<file path="src/sv/ncbg_pkg.sv">
`timescale 1ns / 1ps
package ncbg_pkg;

    // Frame counts are capped at 480, so nine bits hold any index or total.
    localparam int FRAME_W    = 9;
    localparam int MAX_FRAMES = 480;
    localparam int MIN_MS     = 5;
    localparam int MAX_MS     = 30;

    // Envelope numerator: a 15-bit peak times a 9-bit frame count.
    localparam int NUM_W = 24;
    localparam int DEN_W = FRAME_W;
    localparam int AMP_W = 15;

    localparam int SAMPLE_W = 16;
    localparam int RNG_W    = 32;

    // Configuration register indexes.
    localparam logic CFG_SOUND_ENABLED  = 1'b0;
    localparam logic CFG_VOLUME_PERCENT = 1'b1;

    // Input commands.
    localparam logic CMD_TICK  = 1'b0;
    localparam logic CMD_START = 1'b1;

    typedef struct packed {
        logic               start;
        logic [NUM_W-1:0]   numerator;
        logic [DEN_W-1:0]   denominator;
    } div_req_t;

endpackage

</file>
<file path="src/sv/ncbg_div.sv">
`timescale 1ns / 1ps
// Restoring divider, one quotient bit per cycle.
module ncbg_div
(
    input  logic                        clk,
    input  logic                        rst_n,
    input  ncbg_pkg::div_req_t          req,
    output logic                        done,
    output logic [ncbg_pkg::NUM_W-1:0]  quotient
);

    localparam int NUM_W = ncbg_pkg::NUM_W;
    localparam int DEN_W = ncbg_pkg::DEN_W;
    localparam int CNT_W = $clog2(NUM_W);

    logic [DEN_W-1:0] den_reg;
    logic [DEN_W-1:0] rem_reg;
    logic [DEN_W-1:0] rem_next;
    logic [NUM_W-1:0] quo_reg;
    logic [NUM_W-1:0] quo_next;
    logic [CNT_W-1:0] cnt_reg;
    logic             run_reg;
    logic             done_reg;
    logic [DEN_W:0]   trial;
    logic [DEN_W:0]   diff;
    logic             fits;

    // Shift the next numerator bit into the partial remainder and try a subtract.
    always_comb
    begin
        trial    = {rem_reg, quo_reg[NUM_W-1]};
        diff     = trial - {1'b0, den_reg};
        fits     = (trial >= {1'b0, den_reg});
        rem_next = fits ? diff[DEN_W-1:0] : trial[DEN_W-1:0];
        quo_next = {quo_reg[NUM_W-2:0], fits};
    end

    always_ff @(posedge clk or negedge rst_n)
    begin
        if (!rst_n)
        begin
            run_reg  <= 1'b0;
            done_reg <= 1'b0;
            cnt_reg  <= '0;
        end
        else
        begin
            done_reg <= 1'b0;
            if (req.start)
            begin
                run_reg <= 1'b1;
                cnt_reg <= CNT_W'(NUM_W - 1);
            end
            else if (run_reg)
            begin
                cnt_reg <= cnt_reg - 1'b1;
                if (cnt_reg == '0)
                begin
                    run_reg  <= 1'b0;
                    done_reg <= 1'b1;
                end
            end
        end
    end

    always_ff @(posedge clk)
    begin
        if (req.start)
        begin
            den_reg <= req.denominator;
            rem_reg <= '0;
            quo_reg <= req.numerator;
        end
        else if (run_reg)
        begin
            rem_reg <= rem_next;
            quo_reg <= quo_next;
        end
    end

    assign done     = done_reg;
    assign quotient = quo_reg;

endmodule

</file>
<file path="src/sv/noise_click_burst_generator.sv">
`timescale 1ns / 1ps
// Sequence: during a burst a tick transfer yields its sample after the envelope
// numerator, the restoring divide, the multiply and truncation; an idle tick goes straight to output.
// One item at a time: the next tick is taken only once the previous sample is registered
// for output, which for a burst tick is bounded by the divider. A start transfer gives
// no output. A held output register stalls the input until it drains.
// Reset (rst_n low, asynchronous): burst idle, generator word 1, sound enabled,
// volume 50, output empty.
module noise_click_burst_generator
#(
    parameter int FRAMES_PER_MS  = 16,
    parameter int PEAK_AMPLITUDE = 18000
)
(
    input  logic        clk,
    input  logic        rst_n,
    // Configuration write port
    input  logic        cfg_we,
    input  logic [0:0]  cfg_index,
    input  logic [6:0]  cfg_data,
    // Input stream
    input  logic        s_tvalid,
    output logic        s_tready,
    input  logic [47:0] s_tdata,   // [15:0] duration_ms, [47:16] seed_value
    input  logic [0:0]  s_tuser,   // [0] command
    // Output stream
    output logic        m_tvalid,
    input  logic        m_tready,
    output logic [15:0] m_tdata,   // [15:0] sample
    output logic [0:0]  m_tuser,   // [0] active
    output logic        m_tlast    // last sample of the burst
);

    localparam int FRAME_W   = ncbg_pkg::FRAME_W;
    localparam int NUM_W     = ncbg_pkg::NUM_W;
    localparam int AMP_W     = ncbg_pkg::AMP_W;
    localparam int SAMPLE_W  = ncbg_pkg::SAMPLE_W;
    localparam int RNG_W     = ncbg_pkg::RNG_W;
    // Raw frame count must hold both the scaled duration and the 480-frame cap.
    localparam int FR_FULL_W = $clog2(FRAMES_PER_MS * ncbg_pkg::MAX_MS + 1);
    localparam int FR_RAW_W  = (FR_FULL_W > FRAME_W) ? FR_FULL_W : FRAME_W + 1;
    localparam int PROD_W    = 2 * SAMPLE_W;

    // Sequencer states
    localparam logic [2:0] ST_IDLE     = 3'd0;
    localparam logic [2:0] ST_DIV_GO   = 3'd1;
    localparam logic [2:0] ST_DIV_WAIT = 3'd2;
    localparam logic [2:0] ST_MULT     = 3'd3;
    localparam logic [2:0] ST_EMIT     = 3'd4;

    logic [2:0]          state_reg;
    logic                sound_enabled_reg;
    logic [6:0]          volume_percent_reg;
    logic [RNG_W-1:0]    rng_word_reg;
    logic [FRAME_W-1:0]  frame_index_reg;
    logic [FRAME_W-1:0]  frame_total_reg;
    logic                busy_reg;

    logic [NUM_W-1:0]    num_reg;
    logic [SAMPLE_W-1:0] noise_reg;
    logic [PROD_W-1:0]   prod_reg;
    logic                active_reg;
    logic                last_reg;

    logic                m_valid_reg;
    logic [SAMPLE_W-1:0] m_data_reg;
    logic                m_active_reg;
    logic                m_last_reg;

    logic                in_xfer;
    logic                gated;
    logic                burst_live;
    logic [15:0]         ms_in;
    logic [15:0]         ms_clamped;
    logic [FR_RAW_W-1:0] frames_raw;
    logic [FRAME_W-1:0]  frames;
    logic [RNG_W-1:0]    x1;
    logic [RNG_W-1:0]    x2;
    logic [RNG_W-1:0]    rng_next;
    logic [FRAME_W-1:0]  frames_left;
    logic [FRAME_W-1:0]  index_inc;
    logic [AMP_W-1:0]    amp;
    logic [PROD_W-1:0]   prod_adj;
    logic [SAMPLE_W-1:0] sample_val;
    logic                slot_free;

    ncbg_pkg::div_req_t     div_req;
    logic                   div_done;
    logic [NUM_W-1:0]       div_quo;

    assign s_tready = (state_reg == ST_IDLE);
    assign in_xfer  = s_tvalid && s_tready;

    // Start gating and burst length: clamp ms to 5..30, scale, cap at 480 frames.
    assign gated = !sound_enabled_reg || (volume_percent_reg == '0);
    assign ms_in = s_tdata[15:0];

    always_comb
    begin
        if (ms_in > 16'(ncbg_pkg::MAX_MS))
            ms_clamped = 16'(ncbg_pkg::MAX_MS);
        else if (ms_in < 16'(ncbg_pkg::MIN_MS))
            ms_clamped = 16'(ncbg_pkg::MIN_MS);
        else
            ms_clamped = ms_in;
        frames_raw = FR_RAW_W'(FRAMES_PER_MS) * ms_clamped[FR_RAW_W-1:0];
        if (frames_raw > FR_RAW_W'(ncbg_pkg::MAX_FRAMES))
            frames = FRAME_W'(ncbg_pkg::MAX_FRAMES);
        else if (frames_raw == '0)
            frames = FRAME_W'(1);
        else
            frames = frames_raw[FRAME_W-1:0];
    end

    // xorshift32 step with shifts 13, 17, 5.
    always_comb
    begin
        x1       = rng_word_reg ^ (rng_word_reg << 13);
        x2       = x1 ^ (x1 >> 17);
        rng_next = x2 ^ (x2 << 5);
    end

    assign burst_live  = busy_reg && (frame_total_reg != '0) &&
                         (frame_index_reg < frame_total_reg);
    assign frames_left = frame_total_reg - frame_index_reg;
    assign index_inc   = frame_index_reg + 1'b1;

    // Divider request: fire once the numerator is registered.
    always_comb
    begin
        div_req.start       = (state_reg == ST_DIV_GO);
        div_req.numerator   = num_reg;
        div_req.denominator = frame_total_reg;
    end

    ncbg_div u_div
    (
        .clk      (clk),
        .rst_n    (rst_n),
        .req      (div_req),
        .done     (div_done),
        .quotient (div_quo)
    );

    // Saturate the envelope to 15 bits.
    assign amp = (div_quo[NUM_W-1:AMP_W] != '0) ? {AMP_W{1'b1}} : div_quo[AMP_W-1:0];

    // Divide by 32768 with truncation toward zero: bias negatives before the shift.
    assign prod_adj   = prod_reg[PROD_W-1] ? (prod_reg + PROD_W'(32767)) : prod_reg;
    assign sample_val = prod_adj[AMP_W +: SAMPLE_W];

    assign slot_free = !m_valid_reg || m_tready;

    // Configuration registers
    always_ff @(posedge clk or negedge rst_n)
    begin
        if (!rst_n)
        begin
            sound_enabled_reg  <= 1'b1;
            volume_percent_reg <= 7'd50;
        end
        else if (cfg_we)
        begin
            unique case (cfg_index[0])
                ncbg_pkg::CFG_SOUND_ENABLED:  sound_enabled_reg  <= cfg_data[0];
                ncbg_pkg::CFG_VOLUME_PERCENT: volume_percent_reg <= cfg_data;
                default:                      ;
            endcase
        end
    end

    // Sequencer and burst state
    always_ff @(posedge clk or negedge rst_n)
    begin
        if (!rst_n)
        begin
            state_reg       <= ST_IDLE;
            rng_word_reg    <= RNG_W'(1);
            frame_index_reg <= '0;
            frame_total_reg <= '0;
            busy_reg        <= 1'b0;
            m_valid_reg     <= 1'b0;
        end
        else
        begin
            if (m_valid_reg && m_tready)
                m_valid_reg <= 1'b0;

            unique case (state_reg)
                ST_IDLE:
                begin
                    if (in_xfer)
                    begin
                        if (s_tuser[0] == ncbg_pkg::CMD_START)
                        begin
                            // Arm or restart the burst unless sound is disabled or volume is zero.
                            if (!gated)
                            begin
                                rng_word_reg    <= s_tdata[47:16] | RNG_W'(1);
                                frame_total_reg <= frames;
                                frame_index_reg <= '0;
                                busy_reg        <= 1'b1;
                            end
                        end
                        else if (burst_live)
                        begin
                            rng_word_reg    <= rng_next;
                            frame_index_reg <= index_inc;
                            if (index_inc >= frame_total_reg)
                                busy_reg <= 1'b0;
                            state_reg <= ST_DIV_GO;
                        end
                        else
                        begin
                            // Idle tick: emit a silent sample.
                            busy_reg  <= 1'b0;
                            state_reg <= ST_EMIT;
                        end
                    end
                end
                ST_DIV_GO:
                begin
                    state_reg <= ST_DIV_WAIT;
                end
                ST_DIV_WAIT:
                begin
                    if (div_done)
                        state_reg <= ST_MULT;
                end
                ST_MULT:
                begin
                    state_reg <= ST_EMIT;
                end
                ST_EMIT:
                begin
                    if (slot_free)
                    begin
                        m_valid_reg <= 1'b1;
                        state_reg   <= ST_IDLE;
                    end
                end
                default:
                begin
                    state_reg <= ST_IDLE;
                end
            endcase
        end
    end

    // Datapath registers
    always_ff @(posedge clk)
    begin
        if (state_reg == ST_IDLE && in_xfer && s_tuser[0] == ncbg_pkg::CMD_TICK)
        begin
            num_reg    <= NUM_W'(PEAK_AMPLITUDE) * NUM_W'(frames_left);
            noise_reg  <= rng_next[SAMPLE_W-1:0];
            prod_reg   <= '0;
            active_reg <= burst_live;
            last_reg   <= burst_live && (index_inc == frame_total_reg);
        end
        if (state_reg == ST_MULT)
            prod_reg <= PROD_W'($signed(noise_reg) * $signed({1'b0, amp}));
        if (state_reg == ST_EMIT && slot_free)
        begin
            m_data_reg   <= sample_val;
            m_active_reg <= active_reg;
            m_last_reg   <= last_reg;
        end
    end

    assign m_tvalid   = m_valid_reg;
    assign m_tdata    = m_data_reg;
    assign m_tuser[0] = m_active_reg;
    assign m_tlast    = m_last_reg;

endmodule

</file>
<file path="config.mk">
export PLATFORM = sky130hd
export DESIGN_NAME = noise_click_burst_generator
export DESIGN_NICKNAME = d
export VERILOG_FILES = /design/src/sv/ncbg_pkg.sv /design/src/sv/ncbg_div.sv /design/src/sv/noise_click_burst_generator.sv
export SDC_FILE = /design/constraint.sdc
export NUM_CORES = 1
export LEC_CHECK = 0
export ABC_AREA = 0
export BUFFER_PORTS_ARGS = -buffer_cell sky130_fd_sc_hd__buf_4
export CAP_MARGIN = 40
export CORE_ASPECT_RATIO = 1.75
export CORE_UTILIZATION = 45
export DETAILED_ROUTE_END_ITERATION = 8
export SYNTH_ARGS = -nofsm -noshare
export SYNTH_HDL_FRONTEND = slang
export SYNTH_HIERARCHICAL = 1
export SYNTH_SLANG_ARGS = --single-unit
</file>
<file path="constraint.sdc">
create_clock -name clk -period 10.7 [get_ports clk]
set_clock_uncertainty 0.2 [all_clocks]
set_input_delay 2.14 -clock clk [delete_from_list [all_inputs] [get_ports clk]]
set_output_delay 2.14 -clock clk [all_outputs]
set_load 0.01 [all_outputs]
</file>
==> metrics.cfg, run 1 <==
[timing]
fin_crit_ns = 8.072
tns_ns = 0
post-route-period-util_pct = 75.44
max_clock_freq_mhz = 123.9
slew_viol_final = 0
relSlewSlack_pct = 50.12
finalSetupViolCount = 0
finalHoldViolCount = 0
rsz0062_at_grt = false
tightest_slew_ns = 0.7429

[synthesis]
synthMuxAreaShare_pct = 2.570
synthAdderAreaFrac_pct = 34.65
synth_enable_flop_cells = 121
ys_ff_latch = 197
ys.warnings.count = 6
synth_common_cells = inv_1, fa_1, nand2_1
synthArstFlopShare_pct = 34.01
syn_inst = 2025
synth.most_common_cell = inv_1
synth_area_um2 = 20640
synth_cell_types = 87
synth-compound-area-share_pct = 8.243
syn_area_per_cell_um2 = 10.19
synth_xor_area_share_pct = 6.025
synthFlopType = edfxtp_1
yosys-top-cells-area = fa_1, edfxtp_1, ha_1
synth_simple_gate_area_share_pct = 13.52
synth_top_family_by_area = adder cells
synth_top_area_share_pct = 25.31
synth_top_cell_by_area = fa_1
ys_seq_area_share_pct = 26.63

[die]
die_y_um = 285.3
rows = 103
core_um2 = 45230
io_pins = 82
die_area_um2 = 46770
start_util_pct = 45.63
die_w_um = 163.9

[clock_tree]
root_buffer = clkbuf_16
clock_path_buffers = 2
cts_setup_buffers = 0
cts_sinks = 197
h-tree-depth = 4
clkTransAtPathRegs_ns = 0.09
cts_hold_buf = 0
tritoncts = built
clock_latency_ns = 0.47
post_cts_resized = 0
cts_made_buffers = 17

[setup_path]
crit_arrival_ns = 8.07
r2r_slack_ns = 2.63
cp_data_required_time_ns = 10.70
cp.depth = 24
path_class = reg2reg
r2r_start = u_div/quotient[20]
cp_max_fo = 16
worstReg2RegEnd = prod_reg[29]
cp_cell_sequence = nor4_1, nand3_1, or2_2, nand2_1, inv_1, fa_1, inv_1, fa_1, inv_1, fa_1, fa_1, fa_1, inv_1, fa_1, inv_1, ha_1, nand2_1, nor2_1, nand3_1, nor3_1, nor4_1, o21ai_0, xnor2_1, nor2_1
critPathTopFamily = adder cells
cp-end-kind = register
worst-path-buf-inv = 5
max_stage_delay_ns = 0.61
crit_path_start_kind = register
rr_worst_depth = 24
crit_top_cell = fa_1
cp_slowest_cell = or2_2

[flow_run]
drv_cap = 0

[routing]
ant_nets = 0
drc = 0
vias = 13823
drt_iter0_markers = 536
routedWlPerCell_um = 17.46
dr.pass1.iters = 5
routed_wl_um = 46300
viasPerCell = 5.212

[global_routing]
grt_max_degree = 51
gr-usage-met3_pct = 2.385
grt_pass1_wl_um = 76800
grt_pass1_vias = 15318
grt-ovfl-total = 0
grt_antenna_before_repair = 1
grt_busiest_layer = met2
grt_use_met1_pct = 21.62
grt_use_total_pct = 21.31
use_met2_pct = 42.79

[placed_design]
io_buffers = 80
post-dp-hpwl_um = 38400
place_congestion = 0.8430

[finish]
layout-drive-gt1-share_pct = 10.75
area_growth_syn_to_layout_pct = 8.225
nNetsFinal = 2538

[min_path]
worstHoldStart = active_reg
hold_class = reg2reg
worstHoldEndpoint = m_tuser
hold_depth = 0

[status]
outcome = finished clean

==> worst max-delay path by stage <==
stage | start | slack (ns) | to
final | u_div/quotient[20] | 2.63 | prod_reg[29]
after detailed placement | u_div/quotient[23] | 2.56 | prod_reg[31]
after CTS | u_div/quotient[23] | 2.54 | prod_reg[31]
after global placement | u_div/quotient[23] | 2.62 | prod_reg[31]
after floorplan | u_div/quotient[20] | 3.50 | prod_reg[28]
after global routing | u_div/quotient[20] | 1.97 | prod_reg[31]
==> logic make-up after synthesis <==
group | count (synthesis)
XOR/XNOR | 142
AND/OR/NAND/NOR | 547
flip-flops | 197
buffers and inverters | 441
AO/OA/AOI/OAI | 233
adder cells (fa/ha/maj) | 415
multiplexers | 49
other | 1
==> stage by stage <==
step	cells	instance area (um2)	setup WS [ns]	hold slack, ns	util, %
2_1_floorplan	2031	20660	3.503	0.2003	-
3_3_place_gp	2615	21680	2.620	0.2031	47.92
3_5_place_dp	2619	21740	2.559	0.2118	48.05
4_1_cts	2651	22340	2.536	0.2333	49.38
5_1_grt	2652	22340	1.968	0.2489	49.39
6_report	2652	22340	2.628	0.2363	49.39
==> cell type report <==
class	count	area [um2]
Inverter	361	1355
Clock inverter	13	147.6
Fill cell	4143	22890
Clock buffer	19	454.2
Sequential cell	197	5497
Tap cell	577	721.9
Multi-Input combinational cell	1393	13450
Antenna cell	1	2.502
Timing Repair Buffer	91	711.9
==> placed cells by master, fill, tap and decap left out, drive strengths merged, types with 17 or more instances in the layout <==
cell type  synthesis  layout
nor3              26      26
buf               13      91
nor2              86      86
xor2              55      55
dfrtp             62      62
a21oi             48      48
mux2i             17      17
clkbuf            67      19
and2             137     137
nand2            178     178
a211oi            24      24
o21ai             41      41
xnor2             87      87
edfxtp           121     121
a21o              19      19
or2               21      21
ha               154     154
inv              361     370
nand3             27      27
fa               261     261
mux2              32      32
o22ai             19      19
==> metal layers <==
metal  vias up  wire [um]
li1       6571          -
met1      6935      16750
met2       235      26900
met3        82       1081
met4         0       1560
met5         -          0
Power of run 1 is not shown: default switching activity piles up to over one toggle a cycle in this logic, so the estimate is an artifact.
==> run 2, diff against run 1 <==
Settings changed: ABC_AREA 0 to 1.
Clock period 10.7 ns to 7.7 ns, I/O delays scaled along.
==> run 2 against run 1 <==
Die area is 3.9% higher; worst hold slack worse by 0.013 ns; non-clock buffer count is 16 higher; count of clock-buffer cells in the layout is 2 higher; setup slack worse by 2.2 ns; utilization is 0.42 points higher; final cell count is 23% higher; largest cell class unchanged; sequential share of layout area is 1.1 points lower; register-to-register slack worse by 2.2 ns; area after synthesis is 3.9% higher; synthesized cell count is 28% higher.
==> metrics.cfg, run 2 <==
[status]
outcome = finished clean

[global_routing]
grt_pass1_vias = 18016
grt_antenna_before_repair = 0
grt_use_total_pct = 23.91
grt_pass1_wl_um = 89690
grt_max_degree = 54
grt-ovfl-total = 0

[routing]
routedWlPerCell_um = 16.76
viasPerCell = 5.040
ant_nets = 0
drc = 0
drt_iter0_markers = 660
vias = 16470
dr.pass1.iters = 4
routed_wl_um = 54790

[timing]
tns_ns = 0
finalSetupViolCount = 0
relSlewSlack_pct = 38.90
post-route-period-util_pct = 94.53
max_clock_freq_mhz = 137.4
fin_crit_ns = 7.278
tightest_slew_ns = 0.9165
slew_viol_final = 0
finalHoldViolCount = 0
rsz0062_at_grt = false

[die]
rows = 105
die_area_um2 = 48580
die_w_um = 167.0
core_um2 = 46900
start_util_pct = 45.74
io_pins = 82
die_y_um = 290.8

[setup_path]
cp-end-kind = register
crit_path_start_kind = register
cp_max_fo = 15
path_class = reg2reg
worstSetupEndpoint = prod_reg[24]
cp-startpoint = u_div/quotient[23]
r2r_start = u_div/quotient[23]
worstReg2RegEnd = prod_reg[24]
rr_worst_depth = 24
crit_arrival_ns = 7.29
cp_data_required_time_ns = 7.71
r2r_slack_ns = 0.42

[placed_design]
place_congestion = 0.9692
post-dp-hpwl_um = 45390
io_buffers = 80

[clock_tree]
clock_latency_ns = 0.45
h-tree-depth = 4
cts_made_buffers = 17
root_buffer = clkbuf_16
cts_hold_buf = 0
tritoncts = built
clock_path_buffers = 2
clkTransAtPathRegs_ns = 0.07
cts_setup_buffers = 0
post_cts_resized = 0
cts_sinks = 197

[finish]
area_growth_syn_to_layout_pct = 8.889
n_fill_cell = 4483
antennaDiodeCount = 0
layout_common_cells = nand2_1, inv_1, fa_1, ha_1, nor2_1
nNetsFinal = 3144
layout-drive-gt1-share_pct = 7.127
layout_commonest_cell = nand2_1

[synthesis]
synth.most_common_cell = nand2_1
ys_ff_latch = 197
yosys-top-cells-area = fa_1, edfxtp_1, nand2_1
synth_cell_types = 54
synth-compound-area-share_pct = 5.652
synth_simple_gate_area_share_pct = 18.51
synth_common_cells = nand2_1, inv_1, fa_1
synthArstFlopShare_pct = 34.01
syn_inst = 2593
synth_area_um2 = 21450
synth_top_area_share_pct = 24.36
synth_top_family_by_area = adder cells
synthMuxAreaShare_pct = 0.7816
ys.warnings.count = 6
synthFlopType = edfxtp_1
synth_xor_area_share_pct = 3.511
ys_seq_area_share_pct = 25.62
synth_enable_flop_cells = 121
synth_top_cell_by_area = fa_1
syn_area_per_cell_um2 = 8.273
synthAdderAreaFrac_pct = 33.34

[flow_run]
drv_cap = 0

[min_path]
hold_class = reg2reg

-- run 2: cell types whose count changed after synthesis, sizes merged, moves of 17 or more --
| cell | delta |
|---|---|
| nand2 | +516 |
| inv | +272 |
| and2 | -137 |
| nand3 | +53 |
| xnor2 | -51 |
| nor2 | +50 |
| a21oi | +46 |
| clkbuf | -36 |
| o21ai | +35 |
| mux2 | -26 |
| a211oi | -23 |
| a21o | -17 |
-- run 2: metrics by stage --
step / area (um2) / util, % / hold WS (ns) / cells / setup WS (ns)
5_1_grt: 23360 / 49.80 / 0.2272 / 3268 / 0.004320
3_5_place_dp: 22770 / 48.55 / 0.2045 / 3236 / 0.2971
3_3_place_gp: 22690 / 48.38 / 0.2031 / 3232 / 0.3822
2_1_floorplan: 21470 / - / 0.2003 / 2599 / 1.094
6_report: 23360 / 49.80 / 0.2228 / 3268 / 0.4215
4_1_cts: 23350 / 49.79 / 0.2221 / 3268 / 0.2519
-- run 2: metal layers --
metal  GRT usage (%)  vias up  share of wire, %  wire [um]
li1                -     7976                 -          -
met1           22.67     7995                35      18920
met2           48.86      346                58      31660
met3           2.383      153               2.3       1258
met4           12.87        0               5.4       2942
met5               0        -                 0          0
-- run 2: how the worst min path moves through the flow --
stage                     depth (start not counted)  slack [ns]     start       to
after floorplan                                   0        0.20  last_reg  m_tlast
after CTS                                         0        0.22  last_reg  m_tlast
final                                             0        0.22  last_reg  m_tlast
after global placement                            0        0.20  last_reg  m_tlast
after global routing                              0        0.23  last_reg  m_tlast
after detailed placement                          0        0.20  last_reg  m_tlast
-- run 2: cell families (layout without fill, tap and decap cells) --
| group | after synthesis | count (layout) |
|---|---|---|
| buffers and inverters | 692 | 773 |
| AND/OR/NAND/NOR | 971 | 971 |
| XOR/XNOR | 86 | 86 |
| adder cells (fa/ha/maj) | 415 | 415 |
| AO/OA/AOI/OAI | 215 | 215 |
| multiplexers | 16 | 16 |
| flip-flops | 197 | 197 |
| other | 1 | 7 |
-- run 2: area by class of cell --
type	count	area (um2)	share of cell area [%]
Multi-Input combinational cell	1710	13310	56.98
Sequential cell	197	5497	23.53
Inverter	634	2385	10.21
Timing Repair Buffer	107	850.8	3.642
Tap cell	588	735.7	3.150
Clock buffer	21	493.0	2.110
Clock inverter	11	87.58	0.3750
-- run 2: critical path: stages, from the launching register on --
cell and delay [ns]:
edfxtp_1 0.40, nor4_1 0.30, nand2_1 0.10, nor3_2 0.16
buf_4 0.23, nand2_1 0.11, nand2_1 0.12, inv_1 0.08
fa_1 0.60, inv_1 0.18, fa_1 0.61, inv_1 0.27
fa_1 0.63, fa_1 0.45, fa_1 0.54, inv_1 0.05
fa_1 0.52, inv_1 0.04, ha_1 0.36, a21oi_1 0.30
o21ai_0 0.20, a21oi_1 0.17, nand3_1 0.20, nor2_1 0.15
nor2_1 0.06
Power of run 2 is left out for the same reason.
==> run 3, diff against run 2 <==
Settings changed: ABC_AREA 1 to not set, BUFFER_PORTS_ARGS -buffer_cell sky130_fd_sc_hd__buf_4 to -buffer_cell sky130_fd_sc_hd__buf_2.
==> run 3 against run 2 <==
Via count is 14% lower; worst hold slack improved by 0.011 ns; routed wire length down 14%; critical path depth stayed put.
==> metrics.cfg, run 3 (synthesized netlist as in run 1, its figures left out) <==
[clock_tree]
cts_hold_buf = 0
root_buffer = clkbuf_16
clock_path_buffers = 2
h-tree-depth = 4
cts_sinks = 197
tritoncts = built
cts_made_buffers = 17
clkTransAtPathRegs_ns = 0.09
clock_latency_ns = 0.47

[die]
start_util_pct = 45.63
core_um2 = 45230
die_w_um = 163.9
die_y_um = 285.3
rows = 103
die_area_um2 = 46770
io_pins = 82

[finish]
layout-drive-gt1-share_pct = 14.09
nNetsFinal = 2608
layout_common_cells = inv_1, fa_1, nand2_1, ha_1, and2_1
n_fill_cell = 4133
layout_commonest_cell = inv_1
area_growth_syn_to_layout_pct = 10.57
multi_input_area_um2 = 13520
regArea_um2 = 5497
post-route-cell-area_um2 = 22820

[timing]
tightest_slew_ns = 0.7720
relSlewSlack_pct = 48.38
finalSetupViolCount = 0
finalHoldViolCount = 0
post-route-period-util_pct = 96.62
fin_crit_ns = 7.440
rsz0062_at_grt = true
max_clock_freq_mhz = 134.4
slew_viol_final = 0

[setup_path]
max_stage_delay_ns = 0.54
cp-end-kind = register
crit_path_start_kind = register
path_class = reg2reg
crit_arrival_ns = 7.56
crit_top_cell = fa_1
cp_data_required_time_ns = 7.82
cp_slowest_cell = fa_1
cp_max_fo = 8
cp_cell_sequence = nor4_2, nand3_2, or2_4, buf_4, and2_1, fa_1, inv_1, fa_1, fa_1, fa_1, inv_1, fa_1, inv_1, fa_1, inv_1, ha_1, nand2_1, nor2_2, nand4_1, a21o_1, a2111oi_4, and3b_1, or3_1, a21oi_1

[global_routing]
grt_antenna_before_repair = 1
grt_pass1_wl_um = 77790
grt_pass1_vias = 15785
grt_use_total_pct = 21.55
grt-ovfl-total = 0
grt_max_degree = 54

[routing]
drc = 0
viasPerCell = 5.191
vias = 14130
dr.pass1.iters = 6
drt_iter0_markers = 408
routedWlPerCell_um = 17.27
routed_wl_um = 47010
ant_nets = 0

[flow_run]
drv_cap = 0

[placed_design]
place_congestion = 0.8362
io_buffers = 80
placed_cell_area_um2 = 22100
post-dp-hpwl_um = 39460

[min_path]
hold_class = reg2reg

[status]
outcome = finished clean

run 3: stage by stage:
step / std cells / setup TNS (ns) / hold slack (ns) / util (%) / worst slack (ns)
2_1_floorplan: 2031 / 0 / 0.2003 / - / 0.5031
3_3_place_gp: 2684 / -0.07254 / 0.2040 / 48.66 / -0.05837
3_5_place_dp: 2688 / -0.08659 / 0.2147 / 48.86 / -0.04534
4_1_cts: 2720 / 0 / 0.2353 / 50.32 / 0.04388
5_1_grt: 2722 / -0.001802 / 0.2397 / 50.46 / -0.001802
6_report: 2722 / 0 / 0.2334 / 50.46 / 0.2600
run 3: area by class of cell:
cell class | count | share of cell area [%]
clock inverters | 15 | 0.9648
repair buffers | 161 | 4.764
clock buffers | 17 | 1.864
diodes | 1 | 0.01096
flip-flops and latches | 197 | 24.08
well taps | 577 | 3.163
inverters | 361 | 5.937
multi-input cells | 1393 | 59.22
run 3: path summary, 6_finish.rpt:
check / startpoint / to / slack [ns] / cells past startpoint
setup / recovery: u_div/quotient[17] / prod_reg[30] / 0.26 / 24
hold / removal: last_reg / m_tlast / 0.23 / 0
setup reg to reg: u_div/quotient[17] / prod_reg[30] / 0.26 / 24
hold reg to reg: last_reg / m_tlast / 0.23 / 0
max in group asynchronous: rst_n / rng_word_reg[0] / 5.96 / 2
min in group asynchronous: rst_n / volume_percent_reg[0] / 0.72 / 1
run 3: critical path: cells and delay by family, from the launching register on:
kind / cells / cell delay (ns)
AOI/OAI and AO/OA: 3 / 0.95
buffers and inverters: 5 / 0.37
and+or+nand+nor: 9 / 2.05
DFF: 1 / 0.41
adders and majority gates: 7 / 3.32
run 3: layer usage:
layer  track usage (%)  wire (um)  part of all wire, %
met1             21.53      16640                   35
met2             42.94      27110                   58
met3             2.124       1033                  2.2
met4             10.46       2226                  4.7
met5                 0          0                    0
run 3: repair_timing:
action,4_1_cts,5_1_grt
gates resized for setup,2,15
endpoints found under the setup margin,2,8
pin swaps,0,9
setup buffers,0,1
Power of run 3 is left out for the same reason.
